[src/hw/rtl/dltm_pkg.sv]
package dltm_pkg;

	// Defaults for the top-level parameters
	localparam int DEF_NUM_TIMERS  = 8;
	localparam int DEF_COUNT_WIDTH = 32;

	// Most expiry results reported by one tick
	localparam int RESULT_CAP = 8;
	localparam int CAP_W      = $clog2(RESULT_CAP + 1);

	// Field widths on the stream ports
	localparam int CMD_W     = 3;
	localparam int PORT_ID_W = 3;
	localparam int PORT_CW   = 32;
	localparam int S_DATA_W  = 72;
	localparam int M_DATA_W  = 40;

	typedef enum logic [CMD_W-1:0] {
		CMD_CREATE = 3'd0,
		CMD_START  = 3'd1,
		CMD_STOP   = 3'd2,
		CMD_DELETE = 3'd3,
		CMD_SET    = 3'd4,
		CMD_READ   = 3'd5,
		CMD_TICK   = 3'd6
	} cmd_t;

	// What each cell of the order chain does this cycle
	typedef enum logic [1:0] {
		CELL_HOLD = 2'd0,
		CELL_SHL  = 2'd1,
		CELL_INS  = 2'd2
	} cell_op_t;

endpackage

[src/hw/rtl/dltm_cell.sv]
module dltm_cell import dltm_pkg::*; #(
	parameter int IW = 3,
	parameter int LW = 4,
	parameter int IDX = 0,
	parameter type ctrl_t = logic
) (
	input  logic          clk,
	input  ctrl_t         ctrl,
	input  logic [IW-1:0] left_id,
	input  logic [IW-1:0] right_id,
	output logic [IW-1:0] slot_id,
	output logic          hit
);

	logic [IW-1:0] slot_q;

	// Shift toward the head on removal, away from it on insertion
	always_ff @(posedge clk) begin
		case (ctrl.op)
			CELL_SHL: begin
				if (IW'(IDX) >= ctrl.pos) slot_q <= right_id;
			end
			CELL_INS: begin
				if (IW'(IDX) > ctrl.pos) slot_q <= left_id;
				else if (IW'(IDX) == ctrl.pos) slot_q <= ctrl.new_id;
			end
			default: begin
			end
		endcase
	end

	// Only slots inside the list length take part in the search
	assign hit     = (LW'(IDX) < ctrl.len) && (slot_q == ctrl.tgt);
	assign slot_id = slot_q;

endmodule

[src/hw/rtl/delta_list_timer_manager.sv]
// Channel  Dir  Handshake          Content
// s_*      in   s_tvalid/s_tready  one command transaction, s_tuser = command
// m_*      out  m_tvalid/m_tready  result transactions, m_tlast on the final one
//
// One command at a time. An insert walks the order chain one listed timer at a
// time through the single read port of the count memory. Reset clears the state
// machine, the timer flags, the list length and the count valid bits; there is no
// clearing pass. A stalled m_tready holds the sequencer only where it has a result
// to hand over.
module delta_list_timer_manager import dltm_pkg::*; #(
	parameter int NUM_TIMERS  = DEF_NUM_TIMERS,
	parameter int COUNT_WIDTH = DEF_COUNT_WIDTH
) (
	input  logic                clk,
	input  logic                arst_n,
	input  logic                s_tvalid,
	output logic                s_tready,
	// [2:0] timer_id, [3] timer_kind, [35:4] count_value, [67:36] reload_value
	input  logic [S_DATA_W-1:0] s_tdata,
	// [2:0] command
	input  logic [CMD_W-1:0]    s_tuser,
	output logic                m_tvalid,
	input  logic                m_tready,
	// [0] status, [3:1] result_id, [4] expired, [36:5] read_count
	output logic [M_DATA_W-1:0] m_tdata,
	output logic                m_tlast
);

	localparam int IW = $clog2(NUM_TIMERS);
	localparam int LW = $clog2(NUM_TIMERS + 1);

	typedef struct packed {
		cell_op_t      op;
		logic [IW-1:0] pos;
		logic [IW-1:0] new_id;
		logic [IW-1:0] tgt;
		logic [LW-1:0] len;
	} cell_ctrl_t;

	typedef enum logic [18:0] {
		S_IDLE      = 19'h00001,
		S_DISP      = 19'h00002,
		S_RD        = 19'h00004,
		S_RM_FIND   = 19'h00008,
		S_RM_RDA    = 19'h00010,
		S_RM_RDB    = 19'h00020,
		S_RM_SHIFT  = 19'h00040,
		S_AFTER     = 19'h00080,
		S_INS_START = 19'h00100,
		S_INS_LD    = 19'h00200,
		S_INS_RD    = 19'h00400,
		S_INS_CMP   = 19'h00800,
		S_INS_PUT   = 19'h01000,
		S_TK0       = 19'h02000,
		S_TK1       = 19'h04000,
		S_TK_LOOP   = 19'h08000,
		S_TK_CHK    = 19'h10000,
		S_TK_EMIT   = 19'h20000,
		S_FIN       = 19'h40000
	} state_t;

	typedef enum logic [2:0] {
		AF_DONE   = 3'd0,
		AF_STOP   = 3'd1,
		AF_DEL    = 3'd2,
		AF_SET    = 3'd3,
		AF_TK_RM  = 3'd4,
		AF_TK_INS = 3'd5
	} after_t;

	state_t                 state_q;
	after_t                 after_q;
	cmd_t                   cmd_q;
	logic [IW-1:0]          idx_q;
	logic                   rng_q;
	logic                   kin_q;
	logic [COUNT_WIDTH-1:0] cnt_q;
	logic [COUNT_WIDTH-1:0] rld_q;
	logic [NUM_TIMERS-1:0]  alloc_q;
	logic [NUM_TIMERS-1:0]  kind_q;
	logic [NUM_TIMERS-1:0]  running_q;
	logic [NUM_TIMERS-1:0]  listed_q;
	logic [LW-1:0]          len_q;
	logic [IW-1:0]          cur_q;
	logic [IW-1:0]          p_q;
	logic [COUNT_WIDTH-1:0] rem_q;
	logic [COUNT_WIDTH-1:0] tmp_q;
	logic [CAP_W-1:0]       n_q;
	logic                   pend_q;
	logic                   res_status_q;
	logic [PORT_ID_W-1:0]   res_id_q;
	logic                   res_exp_q;
	logic [COUNT_WIDTH-1:0] res_cnt_q;
	logic                   m_tvalid_q;
	logic [M_DATA_W-1:0]    m_tdata_q;
	logic                   m_tlast_q;

	// Count memory with valid bits, reload memory
	logic [COUNT_WIDTH-1:0] tick_mem [NUM_TIMERS];
	logic [COUNT_WIDTH-1:0] reload_mem [NUM_TIMERS];
	logic [NUM_TIMERS-1:0]  tvld_q;
	logic [COUNT_WIDTH-1:0] rdata_q;
	logic                   rvld_q;
	logic [COUNT_WIDTH-1:0] reload_rd_q;
	logic [COUNT_WIDTH-1:0] rdval;
	logic [IW-1:0]          raddr;
	logic                   we;
	logic [IW-1:0]          waddr;
	logic [COUNT_WIDTH-1:0] wdata;
	logic                   rwe;
	logic [IW-1:0]          rwaddr;

	cell_ctrl_t             ctrl;
	logic [IW-1:0]          slot_w [NUM_TIMERS];
	logic [NUM_TIMERS-1:0]  hit_w;
	logic [IW-1:0]          hit_pos;
	logic                   free_found;
	logic [IW-1:0]          free_idx;
	logic                   alloc_id;
	logic                   can_push;
	logic                   push;
	logic [IW-1:0]          nxt_pos;

	assign rdval    = rvld_q ? rdata_q : '0;
	assign alloc_id = rng_q && alloc_q[idx_q];
	assign can_push = !m_tvalid_q || m_tready;
	assign nxt_pos  = p_q + IW'(1);
	assign s_tready = (state_q == S_IDLE);
	assign m_tvalid = m_tvalid_q;
	assign m_tdata  = m_tdata_q;
	assign m_tlast  = m_tlast_q;

	// A result enters the output register: the final one, or an earlier expiry
	assign push = can_push && ((state_q == S_FIN) ||
	              ((state_q == S_TK_CHK) && (rdval == '0) && pend_q));

	// Order chain
	assign ctrl.op     = (state_q == S_RM_SHIFT) ? CELL_SHL :
	                     (state_q == S_INS_PUT) ? CELL_INS : CELL_HOLD;
	assign ctrl.pos    = p_q;
	assign ctrl.new_id = cur_q;
	assign ctrl.tgt    = cur_q;
	assign ctrl.len    = len_q;

	for (genvar k = 0; k < NUM_TIMERS; k++) begin : g_cell
		dltm_cell #(
			.IW(IW), .LW(LW), .IDX(k), .ctrl_t(cell_ctrl_t)
		) u_cell (
			.clk(clk),
			.ctrl(ctrl),
			.left_id(slot_w[(k == 0) ? 0 : k - 1]),
			.right_id(slot_w[(k == NUM_TIMERS - 1) ? k : k + 1]),
			.slot_id(slot_w[k]),
			.hit(hit_w[k])
		);
	end

	// Position of the one matching cell
	always_comb begin
		hit_pos = '0;
		for (int k = 0; k < NUM_TIMERS; k++)
			if (hit_w[k]) hit_pos = hit_pos | IW'(k);
	end

	// Lowest free ID
	always_comb begin
		free_found = 1'b0;
		free_idx   = '0;
		for (int i = NUM_TIMERS - 1; i >= 0; i--)
			if (!alloc_q[i]) begin
				free_found = 1'b1;
				free_idx   = IW'(i);
			end
	end

	// Memory port selection per state
	always_comb begin
		raddr  = cur_q;
		we     = 1'b0;
		waddr  = cur_q;
		wdata  = cnt_q;
		rwe    = 1'b0;
		rwaddr = cur_q;
		case (state_q)
			S_DISP: begin
				if (cmd_q == CMD_CREATE && free_found) begin
					we     = 1'b1;
					waddr  = free_idx;
					rwe    = 1'b1;
					rwaddr = free_idx;
				end
				raddr = idx_q;
			end
			S_RM_RDA: raddr = slot_w[nxt_pos];
			S_RM_RDB: begin
				we    = 1'b1;
				waddr = slot_w[nxt_pos];
				wdata = rdval + tmp_q;
			end
			S_AFTER: begin
				if (after_q == AF_SET) begin
					we  = 1'b1;
					rwe = 1'b1;
				end else if (after_q == AF_TK_RM && kind_q[cur_q]) begin
					we    = 1'b1;
					wdata = reload_rd_q;
				end
			end
			S_INS_RD: raddr = slot_w[p_q];
			S_INS_CMP: begin
				if (rem_q < rdval) begin
					we    = 1'b1;
					waddr = slot_w[p_q];
					wdata = rdval - rem_q;
				end
			end
			S_INS_PUT: begin
				we    = 1'b1;
				wdata = rem_q;
			end
			S_TK0, S_TK_LOOP, S_TK_CHK: raddr = slot_w[0];
			S_TK1: begin
				we    = (rdval != '0);
				waddr = slot_w[0];
				wdata = rdval - COUNT_WIDTH'(1);
			end
			default: begin
			end
		endcase
	end

	// Memory arrays, registered reads
	always_ff @(posedge clk) begin
		if (we) tick_mem[waddr] <= wdata;
		if (rwe) reload_mem[rwaddr] <= rld_q;
		rdata_q     <= tick_mem[raddr];
		reload_rd_q <= reload_mem[cur_q];
	end

	always_ff @(posedge clk or negedge arst_n) begin
		if (!arst_n) begin
			tvld_q <= '0;
			rvld_q <= 1'b0;
		end else begin
			if (we) tvld_q[waddr] <= 1'b1;
			rvld_q <= tvld_q[raddr] || (we && waddr == raddr);
		end
	end

	// Output register valid
	always_ff @(posedge clk or negedge arst_n) begin
		if (!arst_n) begin
			m_tvalid_q <= 1'b0;
		end else if (push) begin
			m_tvalid_q <= 1'b1;
		end else if (m_tready) begin
			m_tvalid_q <= 1'b0;
		end
	end

	// Command sequencer
	always_ff @(posedge clk or negedge arst_n) begin
		if (!arst_n) begin
			state_q    <= S_IDLE;
			after_q    <= AF_DONE;
			alloc_q    <= '0;
			kind_q     <= '0;
			running_q  <= '0;
			listed_q   <= '0;
			len_q      <= '0;
			n_q        <= '0;
			pend_q     <= 1'b0;
		end else begin
			case (state_q)
				S_IDLE: begin
					if (s_tvalid) begin
						cmd_q        <= cmd_t'(s_tuser);
						idx_q        <= IW'(s_tdata[2:0]);
						rng_q        <= (32'(s_tdata[2:0]) < NUM_TIMERS);
						kin_q        <= s_tdata[3];
						cnt_q        <= s_tdata[4 +: COUNT_WIDTH];
						rld_q        <= s_tdata[36 +: COUNT_WIDTH];
						res_status_q <= 1'b0;
						res_id_q     <= '0;
						res_exp_q    <= 1'b0;
						res_cnt_q    <= '0;
						n_q          <= '0;
						pend_q       <= 1'b0;
						state_q      <= S_DISP;
					end
				end
				S_DISP: begin
					cur_q   <= idx_q;
					state_q <= S_FIN;
					case (cmd_q)
						CMD_CREATE: begin
							if (free_found) begin
								alloc_q[free_idx]   <= 1'b1;
								kind_q[free_idx]    <= kin_q;
								running_q[free_idx] <= 1'b0;
								listed_q[free_idx]  <= 1'b0;
								res_id_q            <= PORT_ID_W'(free_idx);
							end else begin
								res_status_q <= 1'b1;
							end
						end
						CMD_START: begin
							if (alloc_id && !running_q[idx_q]) begin
								running_q[idx_q] <= 1'b1;
								after_q          <= AF_DONE;
								state_q          <= S_INS_START;
							end
						end
						CMD_STOP: begin
							if (alloc_id && running_q[idx_q]) begin
								after_q <= AF_STOP;
								state_q <= listed_q[idx_q] ? S_RM_FIND : S_AFTER;
							end
						end
						CMD_DELETE: begin
							if (alloc_id) begin
								after_q <= AF_DEL;
								state_q <= listed_q[idx_q] ? S_RM_FIND : S_AFTER;
							end
						end
						CMD_SET: begin
							if (alloc_id) begin
								after_q <= AF_SET;
								state_q <= (running_q[idx_q] && listed_q[idx_q]) ?
								           S_RM_FIND : S_AFTER;
							end
						end
						CMD_READ: state_q <= S_RD;
						CMD_TICK: state_q <= S_TK0;
						default:  state_q <= S_FIN;
					endcase
				end
				S_RD: begin
					res_cnt_q <= rng_q ? rdval : '0;
					state_q   <= S_FIN;
				end
				// Removal: locate, fold delta into successor, close the gap
				S_RM_FIND: begin
					if (|hit_w) begin
						p_q     <= hit_pos;
						state_q <= S_RM_RDA;
					end else begin
						listed_q[cur_q] <= 1'b0;
						state_q         <= S_AFTER;
					end
				end
				S_RM_RDA: begin
					tmp_q   <= rdval;
					state_q <= ((LW'(p_q) + LW'(1)) < len_q) ? S_RM_RDB : S_RM_SHIFT;
				end
				S_RM_RDB: state_q <= S_RM_SHIFT;
				S_RM_SHIFT: begin
					len_q           <= len_q - LW'(1);
					listed_q[cur_q] <= 1'b0;
					state_q         <= S_AFTER;
				end
				S_AFTER: begin
					case (after_q)
						AF_STOP: begin
							running_q[cur_q] <= 1'b0;
							state_q          <= S_FIN;
						end
						AF_DEL: begin
							running_q[cur_q] <= 1'b0;
							alloc_q[cur_q]   <= 1'b0;
							state_q          <= S_FIN;
						end
						AF_SET: begin
							after_q <= AF_DONE;
							state_q <= running_q[cur_q] ? S_INS_START : S_FIN;
						end
						AF_TK_RM: begin
							if (kind_q[cur_q]) begin
								after_q <= AF_TK_INS;
								state_q <= S_INS_START;
							end else begin
								running_q[cur_q] <= 1'b0;
								state_q          <= S_TK_EMIT;
							end
						end
						AF_TK_INS: state_q <= S_TK_EMIT;
						default:   state_q <= S_FIN;
					endcase
				end
				// Insertion: walk deltas until the remainder falls short
				S_INS_START: state_q <= S_INS_LD;
				S_INS_LD: begin
					rem_q <= rdval;
					p_q   <= '0;
					if (rdval == '0 || listed_q[cur_q] || len_q == LW'(NUM_TIMERS))
						state_q <= S_AFTER;
					else
						state_q <= S_INS_RD;
				end
				S_INS_RD: state_q <= (LW'(p_q) == len_q) ? S_INS_PUT : S_INS_CMP;
				S_INS_CMP: begin
					if (rem_q < rdval) begin
						state_q <= S_INS_PUT;
					end else begin
						rem_q   <= rem_q - rdval;
						p_q     <= p_q + IW'(1);
						state_q <= S_INS_RD;
					end
				end
				S_INS_PUT: begin
					len_q           <= len_q + LW'(1);
					listed_q[cur_q] <= 1'b1;
					state_q         <= S_AFTER;
				end
				// Tick: decrement head, then expire zero heads
				S_TK0: state_q <= (len_q == '0) ? S_FIN : S_TK1;
				S_TK1: state_q <= S_TK_LOOP;
				S_TK_LOOP: begin
					if (len_q == '0 || n_q == CAP_W'(RESULT_CAP)) state_q <= S_FIN;
					else state_q <= S_TK_CHK;
				end
				S_TK_CHK: begin
					if (rdval != '0) begin
						state_q <= S_FIN;
					end else if (!pend_q || can_push) begin
						if (pend_q) begin
							m_tdata_q  <= {3'b000, PORT_CW'(res_cnt_q), res_exp_q,
							               res_id_q, res_status_q};
							m_tlast_q  <= 1'b0;
						end
						cur_q   <= slot_w[0];
						after_q <= AF_TK_RM;
						state_q <= S_RM_FIND;
					end
				end
				S_TK_EMIT: begin
					res_id_q  <= PORT_ID_W'(cur_q);
					res_exp_q <= 1'b1;
					pend_q    <= 1'b1;
					n_q       <= n_q + CAP_W'(1);
					state_q   <= S_TK_LOOP;
				end
				S_FIN: begin
					if (can_push) begin
						m_tdata_q  <= {3'b000, PORT_CW'(res_cnt_q), res_exp_q,
						               res_id_q, res_status_q};
						m_tlast_q  <= 1'b1;
						state_q    <= S_IDLE;
					end
				end
				default: state_q <= S_IDLE;
			endcase
		end
	end

	// List bookkeeping checks
	a_len_bound: assert property (@(posedge clk) disable iff (!arst_n)
		32'(len_q) <= NUM_TIMERS) else $error("list length beyond pool");
	a_len_match: assert property (@(posedge clk) disable iff (!arst_n)
		(state_q == S_IDLE) |-> (32'($countones(listed_q)) == 32'(len_q)))
		else $error("listed count differs from list length");
	a_listed_run: assert property (@(posedge clk) disable iff (!arst_n)
		(state_q == S_IDLE) |-> ((listed_q & ~running_q) == '0))
		else $error("listed timer not running");
	a_run_alloc: assert property (@(posedge clk) disable iff (!arst_n)
		(running_q & ~alloc_q) == '0) else $error("running timer not allocated");

endmodule

[config.mk]
export PLATFORM = sky130hd
export DESIGN_NAME = delta_list_timer_manager
export DESIGN_NICKNAME = d
export VERILOG_FILES = /design/src/hw/rtl/dltm_pkg.sv /design/src/hw/rtl/dltm_cell.sv /design/src/hw/rtl/delta_list_timer_manager.sv
export SDC_FILE = /design/constraint.sdc
export NUM_CORES = 2
export LEC_CHECK = 0
export ABC_CLOCK_PERIOD_IN_PS = 16570
export BUFFER_PORTS_ARGS = -buffer_cell sky130_fd_sc_hd__clkbuf_2
export CAP_MARGIN = 20
export CORE_ASPECT_RATIO = 1.1
export CORE_MARGIN = 1
export CORE_UTILIZATION = 66
export CTS_CLUSTER_SIZE = 14
export DETAILED_ROUTE_END_ITERATION = 10
export PLACE_DENSITY = 0.84
export SYNTH_ARGS = -nofsm -noshare
export SYNTH_HDL_FRONTEND = slang
export SYNTH_SLANG_ARGS = --single-unit
[constraint.sdc]
create_clock -name clk -period 16.57 [get_ports clk]
set_input_delay 4.971 -clock clk [delete_from_list [all_inputs] [get_ports clk]]
set_output_delay 4.971 -clock clk [all_outputs]
set_load 0.02 [all_outputs]
### Word level (Yosys, flattened, before mapping)

Memory sizes are Yosys's and may differ from the RTL's. A register that Yosys moved wholly into a read port is not among the register bits.
Cells that the tools add are included.

* register bits after elaboration: 316
* bits in writable memories: 512
* input port bits: 79
* word-level logic and storage cells: 452
* memories kept: 2

Memory list
* reload_mem: depth 8, width 32, read ports 1, clocked after Yosys merged registers in 1, write ports 1, RTL line delta_list_timer_manager.sv:100 `logic [COUNT_WIDTH-1:0] reload_mem [NUM_TIMERS];`
* tick_mem: depth 8, width 32, read ports 1, clocked after Yosys merged registers in 1, write ports 1, RTL line delta_list_timer_manager.sv:99 `logic [COUNT_WIDTH-1:0] tick_mem [NUM_TIMERS];`

* add/subtract/negate cells: 9
* order comparisons: 36
* equal/unequal tests: 90
* mux-type cells: 185
* bitwise gates (word level): 13
* reduce and logical (&&, ||, !) cells: 82

Operators with widths (number)
* $pmux W19 S17: 1
* $mux W19: 11
* $mux W32: 6
* $mux W3: 56
* $mux W40: 4
* $pmux W32 S5: 1
* $pmux W32 S2: 2
* $pmux W19 S6: 1
* $mux W8: 12
* $pmux W40 S2: 1
* $pmux W8 S2: 4
* $sub A32 B32 Y32: 2
* $pmux W19 S3: 1
* $pmux W3 S2: 9
* $and A8 B8 Y8: 5
* $mux W1: 38
* $pmux W3 S4: 3
* $reduce_and A3 Y1: 12
* $add A32 B32 Y32: 1
* $logic_not A32 Y1: 1
* $lt A32 B32 Y1: 1
* $or A8 B8 Y8: 4
* $pmux W8 S4: 1
* $reduce_bool A32 Y1: 1
* 86 further kinds: 237

### Logic depth before layout (Yosys ltp)

* depth after elaboration: 17
* gate-level depth with buffers: 19
* mapped depth without buffers: 19

### By module

A second synthesis with hierarchy kept.

* cell total of the unflattened synthesis: 3460
* area, all modules: 41484.8 um2

By module, submodules not included
* delta_list_timer_manager: times used 1, cells each 3301, area an instance 39730.6 um2, sequential area each 24970.2 um2
* dltm_cell (g_cell[3].u_cell ...): times used 2, cells each 21, area an instance 219.0 um2, sequential area each 90.1 um2
* dltm_cell (g_cell[4].u_cell): times used 1, cells each 19, area an instance 227.7 um2, sequential area each 90.1 um2
* dltm_cell (g_cell[2].u_cell): times used 1, cells each 21, area an instance 226.5 um2, sequential area each 90.1 um2
* dltm_cell (g_cell[5].u_cell): times used 1, cells each 21, area an instance 221.5 um2, sequential area each 90.1 um2
* dltm_cell (g_cell[1].u_cell): times used 1, cells each 21, area an instance 220.2 um2, sequential area each 90.1 um2
* dltm_cell (g_cell[7].u_cell): times used 1, cells each 21, area an instance 211.5 um2, sequential area each 90.1 um2
* dltm_cell (g_cell[0].u_cell): times used 1, cells each 14, area an instance 209.0 um2, sequential area each 90.1 um2

### Least setup slack after synthesis

Ideal clock, no wire load.

* path kind: in2reg
* start point: input port arst_n
* end point: register m_tdata_q[0] (netlist: m_tdata[0]) (enable)
* arrival: 8.817 ns
* setup slack: 7.225 ns
* stages on the path: 2
* cells stage by stage: inv_1 > nor4_1

* longest elaborated chain between the ends: 1

RTL lines
* from (decl): RTL line delta_list_timer_manager.sv:15 `input logic arst_n,`
* $reduce_and A6 Y1 (no line)
* to (signal assigned): RTL line delta_list_timer_manager.sv:427 `m_tdata_q <= {3'b000, PORT_CW'(res_cnt_q), res_exp_q,`
* to (signal assigned): RTL line delta_list_timer_manager.sv:445 `m_tdata_q <= {3'b000, PORT_CW'(res_cnt_q), res_exp_q,`
* to (decl): RTL line delta_list_timer_manager.sv:95 `logic [M_DATA_W-1:0] m_tdata_q;`

Every way passes these cells.
A chain may end at the register's enable or synchronous reset.

### Worst setup path in the final report

* start point: register state_q[6]
* end point: output port s_tready

* longest elaborated chain between the ends: 1

RTL lines
* from (decl): RTL line delta_list_timer_manager.sv:71 `state_t state_q;`
* from (signal assigned): RTL line delta_list_timer_manager.sv:317 `state_q <= listed_q[idx_q] ? S_RM_FIND : S_AFTER;`
* from (signal assigned): RTL line delta_list_timer_manager.sv:323 `state_q <= listed_q[idx_q] ? S_RM_FIND : S_AFTER;`
* from (signal assigned): RTL line delta_list_timer_manager.sv:329 `state_q <= (running_q[idx_q] && listed_q[idx_q]) ?`
* $eq A19 B1 Y1: RTL line delta_list_timer_manager.sv:128 `assign s_tready = (state_q == S_IDLE);`
* to (decl): RTL line delta_list_timer_manager.sv:17 `output logic s_tready,`

Every way passes these cells.

==> impl_metrics.csv <==
group,metric,value,unit
detailed_routing,wire_per_inst,27.1,um
clocking,clock-sinks,889,
synth,synth.distinct_cells,99,
synth,ys_seq_area_share,62.1,%
synth,syn_area,41400,sq um
sta,rsz0062_at_grt,"false",
setup_path,slowest_delay,0.69,ns
power_and_ir_drop,p_total,0.00577,W
clocking,tritoncts,"yes",
floorplanning,core,61600,sq um
hold_path,hold_class,"register to register",
global_routing,grt_pass1_wl,173000,um
sta,finalClockSkew,0.0238,ns
detailed_routing,antenna_left,0,
setup_path,crit_type,"register to output port",
setup_path,r2r_start,"rvld_q$_DFF_PN0_",
sta,max_freq,123,MHz
global_routing,grt_overflow,0,
sta,drv_slew,0,
synth,ys_ff_latch,889,
floorplanning,die_area,63700,sq um
global_routing,use_met3,5.21,%
setup_path,startpoint,"state_q[6]$_DFFE_PN0P_",
clocking,clock_latency,0.65,ns
cells_and_area,area_growth_syn_to_layout,10.3,%
placed_design,io_buffers,114,
floorplanning,die_x,241,um
setup_path,reg2reg_slack,10.11,ns
cells_and_area,num_antenna_cells,0,
cells_and_area,fill_cells,3904,
global_routing,grtUsageTotal,36.7,%
synth,syn_inst,3311,
sta,setup_viol_count_final,0,
sta,period_minus_slack,8.12,ns
clocking,root_buffer,"clkbuf_16",
synth,yosys-top-cells-area,"edfxtp_1 (55%), dfrtp_1 (4.4%), ha_1 (3.3%)",
global_routing,grt_pass1_vias,28700,
sta,period_share,49.0,%
sta,slew_headroom,17.5,%
global_routing,busiest_layer,"met2",
detailed_routing,wirelength,116000,um
synth,synth_flop_cell,"edfxtp_1",
clocking,hold_buffers,0,
power_and_ir_drop,p_per_area,126,nW/um^2
synth,synth_edf_count,752,
power_and_ir_drop,cellLeakagePower,17.0,nW
sta,finalSetupTns,0,ns
synth,yosys.area.top_type_share,54.6,%
global_routing,antenna_found_initial,1,
setup_path,slowest_stage,"or4b_2",
detailed_routing,drt_pass1_iterations,7,
floorplanning,rows,95,
synth,yosysMostFrequentCell,"edfxtp_1",
synth,avgSynthCellArea,12.5,sq um
clocking,h-tree-depth,3,
detailed_routing,vias,28800,
cells_and_area,multiInputGateArea,14700,sq um
cells_and_area,layout-drive-gt1-share,13.4,%
setup_path,crit_path_end_kind,"output port",
sta,hold_viol_final,0,
global_routing,use_met1,49.7,%
detailed_routing,drc,0,
setup_path,path_max_fanout,8,
power_and_ir_drop,vdd_drop_max,0.128,mV
floorplanning,die_y,265,um
job,max_cap_viol_count,0,
cells_and_area,nets,3587,
clocking,numCtsBuffers,86,
setup_path,r2r_cells,14,
clocking,clkTransAtPathRegs,0.06,ns
global_routing,grt_max_degree,91,
synth,async_flop_share,8.21,%
floorplanning,pin_count,122,
clocking,post_cts_buffers,0,
detailed_routing,drt_iter0_markers,3362,
setup_path,path_cells,"nor4_4 > and4_1 > nand2_1 > or4b_2 > inv_1 > clkbuf_2",
setup_path,worst_ep_arrival_time,3.15,ns
synth,synth.top_cells.by_count,"edfxtp_1 (752), nand2_1 (344), o21ai_0 (224)",
clocking,post_cts_resized,0,
setup_path,worstSetupEndpoint,"s_tready",
cells_and_area,stdcell_area,45600,sq um
global_routing,met2_usage,59.5,%
clocking,clockBufferDepth,3,
setup_path,start_kind,"register",
placed_design,routabilityCongestion,0.981,
setup_path,r2r-end,"tick_mem[3][14]$_DFFE_PP_",
sta,worstMarginPinSlew,1.22,ns
setup_path,worstPathRequired,11.60,ns
floorplanning,start_util,67.2,%
cells_and_area,seqCellArea,25700,sq um
run_status,status,"complete, no violations",
placed_design,placed_cell_area,42900,sq um
synth,yosysTopAreaCell,"edfxtp_1",
synth,synth_warnings,0,
detailed_routing,viasPerCell,6.71,
placed_design,dp_hpwl,74800,um
## report_power, final
| part | total, W | switching [W] | internal [W] | leakage, nW |
|---|---|---|---|---|
| registers | 0.00270 | 0.000108 | 0.00259 | 8.31 |
| clock network | 0.00192 | 0.000847 | 0.00107 | 1.34 |
| logic | 0.00115 | 0.000759 | 0.000394 | 7.39 |
| total | 0.00577 | 0.00171 | 0.00406 | 17.0 |
## stage by stage
| stage | util (%) | hold WS, ns | setup slack [ns] | cells |
|---|---|---|---|---|
| after floorplan | - | 0.400 | 7.22 | 3313 |
| after global routing | 74.1 | 0.424 | 8.32 | 4293 |
| after CTS | 74.1 | 0.420 | 8.47 | 4292 |
| after global placement | 69.6 | 0.402 | 9.16 | 4131 |
| final | 74.1 | 0.415 | 8.45 | 4293 |
| after detailed placement | 69.6 | 0.405 | 9.07 | 4132 |
## worst min-delay path by stage
stage	startpoint	end	slack, ns	cells after the start
floorplan	res_status_q$_DFFE_PP_	m_tdata[0]$_DFFE_PP_	0.40	0
detailed placement	res_cnt_q[13]$_SDFFCE_PN0P_	m_tdata[18]$_DFFE_PP_	0.40	0
finish	res_cnt_q[1]$_SDFFCE_PN0P_	m_tdata[6]$_DFFE_PP_	0.41	0
CTS	res_cnt_q[7]$_SDFFCE_PN0P_	m_tdata[12]$_DFFE_PP_	0.42	0
global placement	res_cnt_q[27]$_SDFFCE_PN0P_	m_tdata[32]$_DFFE_PP_	0.40	0
global route	res_cnt_q[29]$_SDFFCE_PN0P_	m_tdata[34]$_DFFE_PP_	0.42	0
## critical path: cells and delay by family (launching register included)
kind | cells | cell delay [ns]
DFF | 1 | 0.47
buffers and inverters | 2 | 0.31
and+or+nand+nor | 4 | 1.72
## flip-flops by register name, summed over array words and instances (netlist names), 4 cells and up
signal / cells
reload_mem: 256
tick_mem: 256
m_tdata: 37
cnt_q: 32
rdata_q: 32
reload_rd_q: 32
rem_q: 32
res_cnt_q: 32
rld_q: 32
tmp_q: 32
g_cell.u_cell.slot_id: 24
state_q: 19
alloc_q: 8
kind_q: 8
listed_q: 8
running_q: 8
tvld_q: 8
len_q: 4
n_q: 4
## layout by cell type, fill, tap and decap left out, drive strengths merged, types with 10 or more instances in the layout
| cell type | synthesis | final |
|---|---|---|
| a211oi | 16 | 16 |
| a21o | 56 | 56 |
| a21oi | 154 | 154 |
| a221oi | 17 | 17 |
| a222oi | 14 | 14 |
| a22oi | 142 | 142 |
| a31oi | 19 | 19 |
| and2 | 10 | 10 |
| and3 | 20 | 20 |
| buf | 47 | 59 |
| clkbuf | 129 | 234 |
| clkinv | 1 | 30 |
| dfrtp | 72 | 72 |
| dfxtp | 64 | 64 |
| edfxtp | 752 | 752 |
| ha | 108 | 108 |
| inv | 110 | 114 |
| mux2 | 88 | 88 |
| mux2i | 104 | 104 |
| mux4 | 14 | 14 |
| nand2 | 344 | 344 |
| nand2b | 27 | 27 |
| nand3 | 39 | 39 |
| nand4 | 52 | 52 |
| nor2 | 172 | 172 |
| nor2b | 34 | 34 |
| nor3 | 48 | 48 |
| nor3b | 12 | 12 |
| nor4 | 19 | 19 |
| nor4b | 12 | 12 |
| o211ai | 57 | 57 |
| o21a | 19 | 19 |
| o21ai | 229 | 229 |
| o21bai | 17 | 17 |
| o31ai | 14 | 14 |
| or2 | 15 | 15 |
| or3 | 12 | 12 |
| or4 | 11 | 11 |
| xnor2 | 74 | 74 |
| xor2 | 59 | 59 |
## cell families (layout without fill, tap and decap cells)
kind of cell / after synthesis / count (layout) / synth area share (%)
AO/OA/AOI/OAI: 831 / 831 / 13.2
flip-flops: 889 / 889 / 62.1
other: 1 / 3 / 0.00906
adder cells (fa/ha/maj): 111 / 111 / 3.41
multiplexers: 206 / 206 / 5.69
AND/OR/NAND/NOR: 853 / 853 / 10.0
XOR/XNOR: 133 / 133 / 2.81
buffers and inverters: 287 / 443 / 2.83
## area by class of cell
cell class              instances  area share [%]
flip-flops and latches        889            56.3
multi-input cells            2137            32.3
clock buffers                 121            5.30
well taps                     824            2.26
repair buffers                172            2.20
inverters                     111           0.913
clock inverters                39           0.746
## layer usage
metal	share of wire (%)	wire [um]
met5	0.011	13
met3	9.2	10600
met2	48	56000
met1	39	44900
met4	3.9	4540
Note: power is estimated with default switching activity, not from simulation.
